==> config.mk <==
export PLATFORM = sky130hd
export DESIGN_NAME = rmg_ctrl
export DESIGN_NICKNAME = d
export VERILOG_FILES = /design/src/rtl/rmg_pkg.sv /design/src/rtl/rmg_ctrl.sv
export SDC_FILE = /design/constraint.sdc
export NUM_CORES = 1
export LEC_CHECK = 0
export BUFFER_PORTS_ARGS = -buffer_cell sky130_fd_sc_hd__buf_2
export CORE_ASPECT_RATIO = 0.8
export CORE_UTILIZATION = 49
export DETAILED_ROUTE_END_ITERATION = 7
export GPL_TIMING_DRIVEN = 0
export PLACE_DENSITY = 0.83
export SLEW_MARGIN = 20
export SYNTH_ARGS = -nofsm -noshare
export SYNTH_HDL_FRONTEND = slang
export SYNTH_SLANG_ARGS = --single-unit
==> constraint.sdc <==
create_clock -name clk_i -period 2.8 [get_ports clk_i]
set_clock_uncertainty 0.05 [all_clocks]
set_input_delay 0.14 -clock clk_i [delete_from_list [all_inputs] [get_ports clk_i]]
set_output_delay 0.14 -clock clk_i [all_outputs]
set_load 0.005 [all_outputs]
==> src/rtl/rmg_pkg.sv <==
// Shared constants, types and helper functions of the region mean gradient grid.
package rmg_pkg;

  // Grid geometry and value format
  localparam int MAX_ROWS   = 16;
  localparam int MAX_COLS   = 16;
  localparam int VALUE_BITS = 24;

  // Fixed field widths of the item ports
  localparam int FIELD_W    = 5;
  localparam int KIND_W     = 2;
  localparam int GRAD_W     = 24;
  localparam int FRAC_EXTRA = 16;

  // Cell addressing: {row, col}
  localparam int ROW_W  = (MAX_ROWS > 1) ? $clog2(MAX_ROWS) : 1;
  localparam int COL_W  = (MAX_COLS > 1) ? $clog2(MAX_COLS) : 1;
  localparam int ADDR_W = ROW_W + COL_W;
  localparam int DEPTH  = 1 << ADDR_W;

  // Datapath widths
  localparam int SUM_W   = VALUE_BITS + 2;
  localparam int AVG_W   = SUM_W + FRAC_EXTRA;
  localparam int PT_W    = $clog2(MAX_ROWS * MAX_COLS + 1);
  localparam int TOTAL_W = AVG_W + PT_W;
  localparam int DCNT_W  = $clog2(TOTAL_W);

  // Reciprocal of three: floor(x / 3) = (x * RCP_K) >> RCP_S for x < 2^SUM_W
  localparam int RCP_S = SUM_W + 2;
  localparam int RCP_W = RCP_S;
  localparam logic [RCP_W-1:0] RCP_K = RCP_W'(((longint'(1) << RCP_S) + 2) / 3);

  // Fractional part of (r << FRAC_EXTRA) / 3 for remainders one and two
  localparam logic [AVG_W-1:0] R3_ONE = AVG_W'((longint'(1) << FRAC_EXTRA) / 3);
  localparam logic [AVG_W-1:0] R3_TWO = AVG_W'((longint'(2) << FRAC_EXTRA) / 3);

  localparam logic [GRAD_W-1:0] GRAD_MAX = {1'b0, {(GRAD_W-1){1'b1}}};

  // Per-cell phases: reads issue in phases 0..4, data is consumed in phases 1..5
  localparam int PH_W = 3;
  localparam logic [PH_W-1:0] PH_CENTER = 3'd0;
  localparam logic [PH_W-1:0] PH_UP     = 3'd1;
  localparam logic [PH_W-1:0] PH_DOWN   = 3'd2;
  localparam logic [PH_W-1:0] PH_LEFT   = 3'd3;
  localparam logic [PH_W-1:0] PH_RIGHT  = 3'd4;
  localparam logic [PH_W-1:0] PH_LAST   = 3'd5;

  typedef enum logic [KIND_W-1:0] {
    KIND_WRITE  = 2'd0,
    KIND_RESIZE = 2'd1,
    KIND_QUERY  = 2'd2
  } kind_e;

  // Controller to datapath commands
  typedef struct packed {
    logic cap;
    logic clr_grad;
    logic wr;
    logic rs_start;
    logic sweep;
    logic commit;
    logic q_start;
    logic q_step;
    logic div_start;
    logic grad_load;
    logic load_out;
    logic res_err;
  } cmd_t;

  // Datapath to controller status
  typedef struct packed {
    kind_e kind;
    logic  wr_ok;
    logic  rs_ok;
    logic  q_ok;
    logic  sw_last;
    logic  ph_last;
    logic  cell_last;
    logic  pipe_busy;
    logic  points_zero;
    logic  div_done;
  } st_t;

  function automatic logic [ADDR_W-1:0] addr_of(input logic [FIELD_W-1:0] r,
                                                input logic [FIELD_W-1:0] c);
    addr_of = {ROW_W'(r), COL_W'(c)};
  endfunction

endpackage

==> src/rtl/rmg_ctrl.sv <==
// Controller state machine: item sequencing, grid sweep, query walk and result handoff.
module rmg_ctrl import rmg_pkg::*; (
  input  logic clk_i,
  input  logic rst_ni,
  input  logic in_valid_i,
  output logic in_stall_o,
  output logic out_valid_o,
  input  logic out_stall_i,
  input  st_t  st_i,
  output cmd_t cmd_o
);

  typedef enum logic [7:0] {
    S_RST_CLR = 8'b0000_0001,
    S_IDLE    = 8'b0000_0010,
    S_DECODE  = 8'b0000_0100,
    S_SWEEP   = 8'b0000_1000,
    S_QRUN    = 8'b0001_0000,
    S_QDRAIN  = 8'b0010_0000,
    S_QDIV    = 8'b0100_0000,
    S_RESP    = 8'b1000_0000
  } state_e;

  state_e state_q, state_d;
  logic   err_q, err_d;
  logic   out_valid_q;
  logic   out_free;

  assign out_free   = !out_valid_q || !out_stall_i;
  assign in_stall_o = state_q != S_IDLE;

  // Next state and commands
  always_comb begin
    state_d = state_q;
    err_d   = err_q;
    cmd_o   = '0;
    cmd_o.res_err = err_q;
    case (state_q)
      S_RST_CLR: begin
        cmd_o.sweep = 1'b1;
        if (st_i.sw_last) state_d = S_IDLE;
      end
      S_IDLE: begin
        if (in_valid_i) begin
          cmd_o.cap = 1'b1;
          state_d   = S_DECODE;
        end
      end
      S_DECODE: begin
        cmd_o.clr_grad = 1'b1;
        err_d          = 1'b1;
        state_d        = S_RESP;
        case (st_i.kind)
          KIND_WRITE: begin
            if (st_i.wr_ok) begin
              cmd_o.wr = 1'b1;
              err_d    = 1'b0;
            end
          end
          KIND_RESIZE: begin
            if (st_i.rs_ok) begin
              cmd_o.rs_start = 1'b1;
              err_d          = 1'b0;
              state_d        = S_SWEEP;
            end
          end
          KIND_QUERY: begin
            if (st_i.q_ok) begin
              cmd_o.q_start = 1'b1;
              err_d         = 1'b0;
              state_d       = S_QRUN;
            end
          end
          default: ;
        endcase
      end
      S_SWEEP: begin
        cmd_o.sweep = 1'b1;
        if (st_i.sw_last) begin
          cmd_o.commit = 1'b1;
          state_d      = S_RESP;
        end
      end
      S_QRUN: begin
        cmd_o.q_step = 1'b1;
        if (st_i.ph_last && st_i.cell_last) state_d = S_QDRAIN;
      end
      S_QDRAIN: begin
        if (!st_i.pipe_busy) begin
          if (st_i.points_zero) begin
            state_d = S_RESP;
          end else begin
            cmd_o.div_start = 1'b1;
            state_d         = S_QDIV;
          end
        end
      end
      S_QDIV: begin
        if (st_i.div_done) begin
          cmd_o.grad_load = 1'b1;
          state_d         = S_RESP;
        end
      end
      S_RESP: begin
        if (out_free) begin
          cmd_o.load_out = 1'b1;
          state_d        = S_IDLE;
        end
      end
      default: state_d = S_IDLE;
    endcase
  end

  // Advance state and output valid
  always_ff @(posedge clk_i or negedge rst_ni) begin
    if (!rst_ni) begin
      state_q     <= S_RST_CLR;
      err_q       <= 1'b0;
      out_valid_q <= 1'b0;
    end else begin
      state_q <= state_d;
      err_q   <= err_d;
      if (cmd_o.load_out) out_valid_q <= 1'b1;
      else if (!out_stall_i) out_valid_q <= 1'b0;
    end
  end

  assign out_valid_o = out_valid_q;

  // A new result never overwrites one still waiting
  a_no_overwrite: assert property (@(posedge clk_i) disable iff (!rst_ni)
    cmd_o.load_out |-> !(out_valid_q && out_stall_i))
    else $error("result overwritten while stalled");

  // The divider only finishes while the controller waits for it
  a_div_done_state: assert property (@(posedge clk_i) disable iff (!rst_ni)
    st_i.div_done |-> state_q == S_QDIV)
    else $error("divider done outside wait state");

  // A drained query with points goes on to the divide
  a_drain_to_div: assert property (@(posedge clk_i) disable iff (!rst_ni)
    (state_q == S_QDRAIN && !st_i.pipe_busy && !st_i.points_zero) |=> state_q == S_QDIV)
    else $error("drained query did not start the divide");

endmodule

==> impl_metrics.ini, run 1 <==
[worst_setup_path]
arrival_ns = 2.27
cp_cell_sequence = or2_4 > or4_4 > or4b_4 > nor2_1 > buf_2
max_stage_delay_ns = 0.52
crit_required_ns = 2.61
r2r_start = state_q[7]$_DFFE_PN0P_
regToRegSetupSlack_ns = 0.56
worstSetupEndpointType = output pin
cp-start-kind = flip-flop
cp_slowest_cell = or4b_4
r2r-end = state_q[7]$_DFFE_PN0P_
crit_start = state_q[5]$_DFFE_PN0P_
crit_fanout = 9
crit_type = reg -> out
ff2ff_path_depth = 4

[floorplan]
dieArea_mm2 = 0.001911
core_area_mm2 = 0.001627
die_h_um = 39.30
dieWidth_um = 48.62
ios = 29
start_util_pct = 52.38
rows = 13

[clock_network]
clock_latency_ns = 0.28
cts_tree = yes
clockBufferDepth = 2
root_buffer = clkbuf_4
post-cts-setup-buffers = 0
cts_num_sinks = 10
cts_made_buffers = 3
clkTransAtPathRegs_ns = 0.07
htree_levels = 1

[cells_and_area]
stdcell_count = 152
finalNetCount = 150
final_cell_mix = 28 x buf_2, 9 x dfrtp_1, 8 x nor2_1
area_growth_syn_to_layout_pct = 23.94
final_common_cell = buf_2
n_antenna_cell = 0
drive_gt1_share_pct = 31.54

[synthesis]
synth.net_count = 116
yosys.area.top_type = dfrtp_1
yosys_warnings = 0
synth_top_flop_cell = dfrtp_1
synth_area_um2 = 852.1
synth_cells = 97
ys_seq_elements = 10
yosysSeqAreaShare_pct = 29.52
synthDistinctLibCells = 41
avgSynthCellArea_um2 = 8.784
synth.top_cell.area_share_pct = 26.43
synth-edff-count = 0
synth_area_leaders = dfrtp_1 26%, ha_1 5.9%, nor2_1 3.5%, dfstp_2 3.1%, inv_1 3.1%
async_reset_ff_share_pct = 100.0

[route]
avgRoutedWirePerCell_um = 14.88
first_iter_violations = 14
wl_met1_um = 1009
met2_wirelength_um = 1064
via_count = 883
drt_pass1_iterations = 4
final_antenna_net_count = 0
viasPerCell = 5.809
drc = 0
met3_length_um = 137
routed_wl_um = 2261
highest_layer = met4

[timing]
setup_viol = 0
hold_violations = 0
rsz0062_at_grt = no
period_share_pct = 87.72
clock.fmax_mhz = 407.2
period_minus_slack_ns = 2.456
final_max_slew_viol_count = 0
setup_tns_ns = 0
relSlewSlack_pct = 55.27
tightest_slew_ns = 0.6648
whs_ns = 0.007123

[hold_path]
hold_path_depth = 2
hold_class = in -> reg
min_from = in_valid_i
hold_end = state_q[1]$_DFFE_PN0P_

[global_route]
grt_max_degree = 11
antenna_found_initial = 0
grt_pass1_vias = 775
grt_overflow_total = 0
grt_pass1_wl_um = 3588
track_usage_pct = 27.68

[placed_design]
dp_cells = 147
place_congestion = 0.8419
numPortBuffers = 28
dp_hpwl_um = 1683

[power]
p_per_area_mw_per_mm2 = 624.5
power.total_w = 0.0006594
power.leakage_nw = 0.5321
peakVddDrop_uv = 403.3

[run]
max_cap_viol_count = 0

[status]
status = finished clean
metrics by stage:
step                area (um^2)  setup slack, ns  utilization [%]
floorplan                 852.1           0.8216                -
global placement           1020           0.6251            62.69
detailed placement         1020           0.5878            62.69
CTS                        1056           0.3349            64.92
global route               1056           0.2638            64.92
finish                     1056           0.3439            64.92
worst max-delay path: cells and delay by family, from the launching register on:
kind                   cells  cell delay [ns]
AND/OR/NAND/NOR            4             1.38
flip-flops                 1             0.47
buffers and inverters      1             0.11
cell usage after synthesis, types with 2 or more instances:
library cell and instances:
xnor2_1 2, nor4_2 2, o211a_1 2, nor3_1 4, and3b_1 2, ha_1 4, o2bb2ai_1 2, nand4b_1 2
clkbuf_1 3, nor4b_1 3, inv_1 7, nor2_1 8, nor4_1 3, dfrtp_1 9, nand2b_1 4, nor2b_1 3
and3_1 3, nand2_1 6, a31oi_1 2, or4_4 2, a21oi_1 4
area by class of cell:
class | count | area [um^2]
repair buffers | 29 | 150.1
multi-input cells | 74 | 540.5
well taps | 22 | 27.53
flip-flops and latches | 10 | 251.5
inverters | 7 | 26.28
plain buffers | 6 | 33.78
clock buffers | 4 | 26.28
fillers | 156 | 570.5
worst max-delay path by stage:
stage,endpoint,slack (ns)
finish,cmd_o[11],0.34
global route,cmd_o[11],0.26
CTS,cmd_o[11],0.33
detailed placement,state_q[7]$_DFFE_PN0P_,0.59
global placement,state_q[1]$_DFFE_PN0P_,0.63
floorplan,cmd_o[11],0.82
power breakdown:
group | switching (W) | total, W | internal [W] | leakage, nW
registers | 0.0000199 | 0.000193 | 0.000173 | 0.128
clock network | 0.0000601 | 0.000116 | 0.0000555 | 0.0150
logic | 0.000188 | 0.000351 | 0.000163 | 0.389
routing by layer:
metal	global-route usage, %	vias up
li1	-	428
met1	29.81	419
met2	48.61	29
met3	9.690	7
met4	16.91	0
met5	0	-
cells by family (layout without fill, tap and decap cells):
| logic type | Yosys count | after routing | share of synthesized area, % |
|---|---|---|---|
| buffers and inverters | 13 | 46 | 7.049 |
| and+or+nand+nor | 48 | 48 | 37.89 |
| adders and majority gates | 4 | 4 | 5.874 |
| xor gates and xnor gates | 3 | 3 | 3.084 |
| DFF | 10 | 10 | 29.52 |
| AOI/OAI and AO/OA | 19 | 19 | 16.60 |
repair_timing:
action,in CTS,in global routing
gates resized for setup,0,0
hold buffers,1,0
hold endpoints to repair,10,0
sequential cells by signal, summed over array words and instances, names as in the netlist:
signal	cells
out_valid_o	1
err_q	1
state_q	8
(Power assumes the default switching activity.)
==> run 2, diff against run 1 <==
--- a/config.mk
+++ b/config.mk
@@ -10,6 +10,7 @@
 export CORE_UTILIZATION = 49
 export DETAILED_ROUTE_END_ITERATION = 7
 export GPL_TIMING_DRIVEN = 0
+export MAX_ROUTING_LAYER = met4
 export PLACE_DENSITY = 0.83
 export SLEW_MARGIN = 20
 export SYNTH_ARGS = -nofsm -noshare
==> impl_metrics.ini, run 2 (same netlist as run 1, synthesis figures left out) <==
[worst_setup_path]
cp-start-kind = flip-flop
crit_type = reg -> out
crit_fanout = 9
crit_start = state_q[5]$_DFFE_PN0P_
arrival_ns = 2.27
r2r_start = state_q[7]$_DFFE_PN0P_
ff2ff_path_depth = 4
worstSetupEndpointType = output pin
crit_required_ns = 2.61

[power]
power.leakage_nw = 0.5321
peakVddDrop_uv = 402.0
p_per_area_mw_per_mm2 = 623.2

[cells_and_area]
n_antenna_cell = 0
largest-register = state_q
drive_gt1_share_pct = 31.54
final_common_cell = buf_2
largest_reg_flops = 8
finalNetCount = 150
final_cell_mix = 28 x buf_2, 9 x dfrtp_1, 8 x nor2_1
area_growth_syn_to_layout_pct = 23.94

[clock_network]
cts_hold_buf = 1
cts_made_buffers = 3
clockBufferDepth = 2
root_buffer = clkbuf_4
cts_num_sinks = 10
post-cts-setup-buffers = 0
clock_latency_ns = 0.28
clkTransAtPathRegs_ns = 0.07
cts_tree = yes
cts_resized = 0
htree_levels = 1

[global_route]
antenna_found_initial = 0
track_usage_pct = 28.43
globalRouteMet1Util_pct = 30.28
grt_pass1_vias = 777
grt.busiest_layer = met2
grt_pass1_wl_um = 3594
grt_overflow_total = 0
grt_use_met2_pct = 48.61
met3_usage_pct = 8.915
grt_max_degree = 11

[run]
max_cap_viol_count = 0

[hold_path]
hold_class = in -> reg
hold_path_depth = 2
min_from = in_valid_i

[timing]
hold_violations = 0
rsz0062_at_grt = no
final_max_slew_viol_count = 0
relSlewSlack_pct = 53.78
setup_slack_ns = 0.3444
tightest_slew_ns = 0.6869
setup_viol = 0
period_share_pct = 87.70
period_minus_slack_ns = 2.456
clock.fmax_mhz = 407.2
setup_tns_ns = 0

[route]
avgRoutedWirePerCell_um = 14.72
final_antenna_net_count = 0
drc = 0
viasPerCell = 5.757
via_count = 875
first_iter_violations = 10
drt_pass1_iterations = 4
routed_wl_um = 2238

[floorplan]
ios = 29
die_h_um = 39.30
rows = 13
dieWidth_um = 48.62
core_area_mm2 = 0.001627
start_util_pct = 52.38
dieArea_mm2 = 0.001911

[placed_design]
pre_cts_ws_ns = 0.5878
dp_hpwl_um = 1683
numPortBuffers = 28
place_congestion = 0.8551

[status]
status = finished clean
## run 2: cell counts in the layout (fill, tap and decap cells not counted)
Identical to the previous run, type by type.
## run 2: critical path: stages (launching register included)
cell and delay, ns:
dfrtp_1 0.47, or2_4 0.31, or4_4 0.46, or4b_4 0.52
nor2_1 0.09, buf_2 0.11
## run 2: routing by layer
metal,part of all wire (%),routed length (um)
met3,5.2,117
met1,45,1018
met2,47,1050
met5,0,0
met4,2.3,51
## run 2: final timing paths
path,endpoint,slack (ns)
min in group asynchronous,state_q[7]$_DFFE_PN0P_,0.20
worst min register to register,err_q$_DFFE_PN0P_,0.51
worst max-delay path,cmd_o[11],0.34
worst max register to register,state_q[7]$_DFFE_PN0P_,0.59
worst min-delay path,state_q[1]$_DFFE_PN0P_,0.01
max in group asynchronous,state_q[0]$_DFFE_PN1P_,2.23
## run 2: power breakdown
group | internal, W | switching, W
sequential | 0.000173 | 0.0000199
combinational | 0.000163 | 0.000188
clock | 0.0000554 | 0.0000590
## run 2: stage by stage
stage	hold WS (ns)	cell area, um^2	total power (W)	util [%]	std cells
after global routing	0.005615	1056	0.0007115	64.92	152
after detailed placement	-0.02927	1020	0.0005409	62.69	147
after CTS	0.007561	1056	0.0006595	64.92	152
final	0.009842	1056	0.0006581	64.92	152
after global placement	-0.03704	1020	0.0005256	62.69	147
after floorplan	-0.2056	852.1	0.0004407	-	97
## run 2: layout make-up
type	count	area, um^2
Timing Repair Buffer	29	150.1
Multi-Input combinational cell	74	540.5
Clock buffer	4	26.28
Fill cell	156	570.5
Tap cell	22	27.53
Inverter	7	26.28
Sequential cell	10	251.5
Buffer	6	33.78
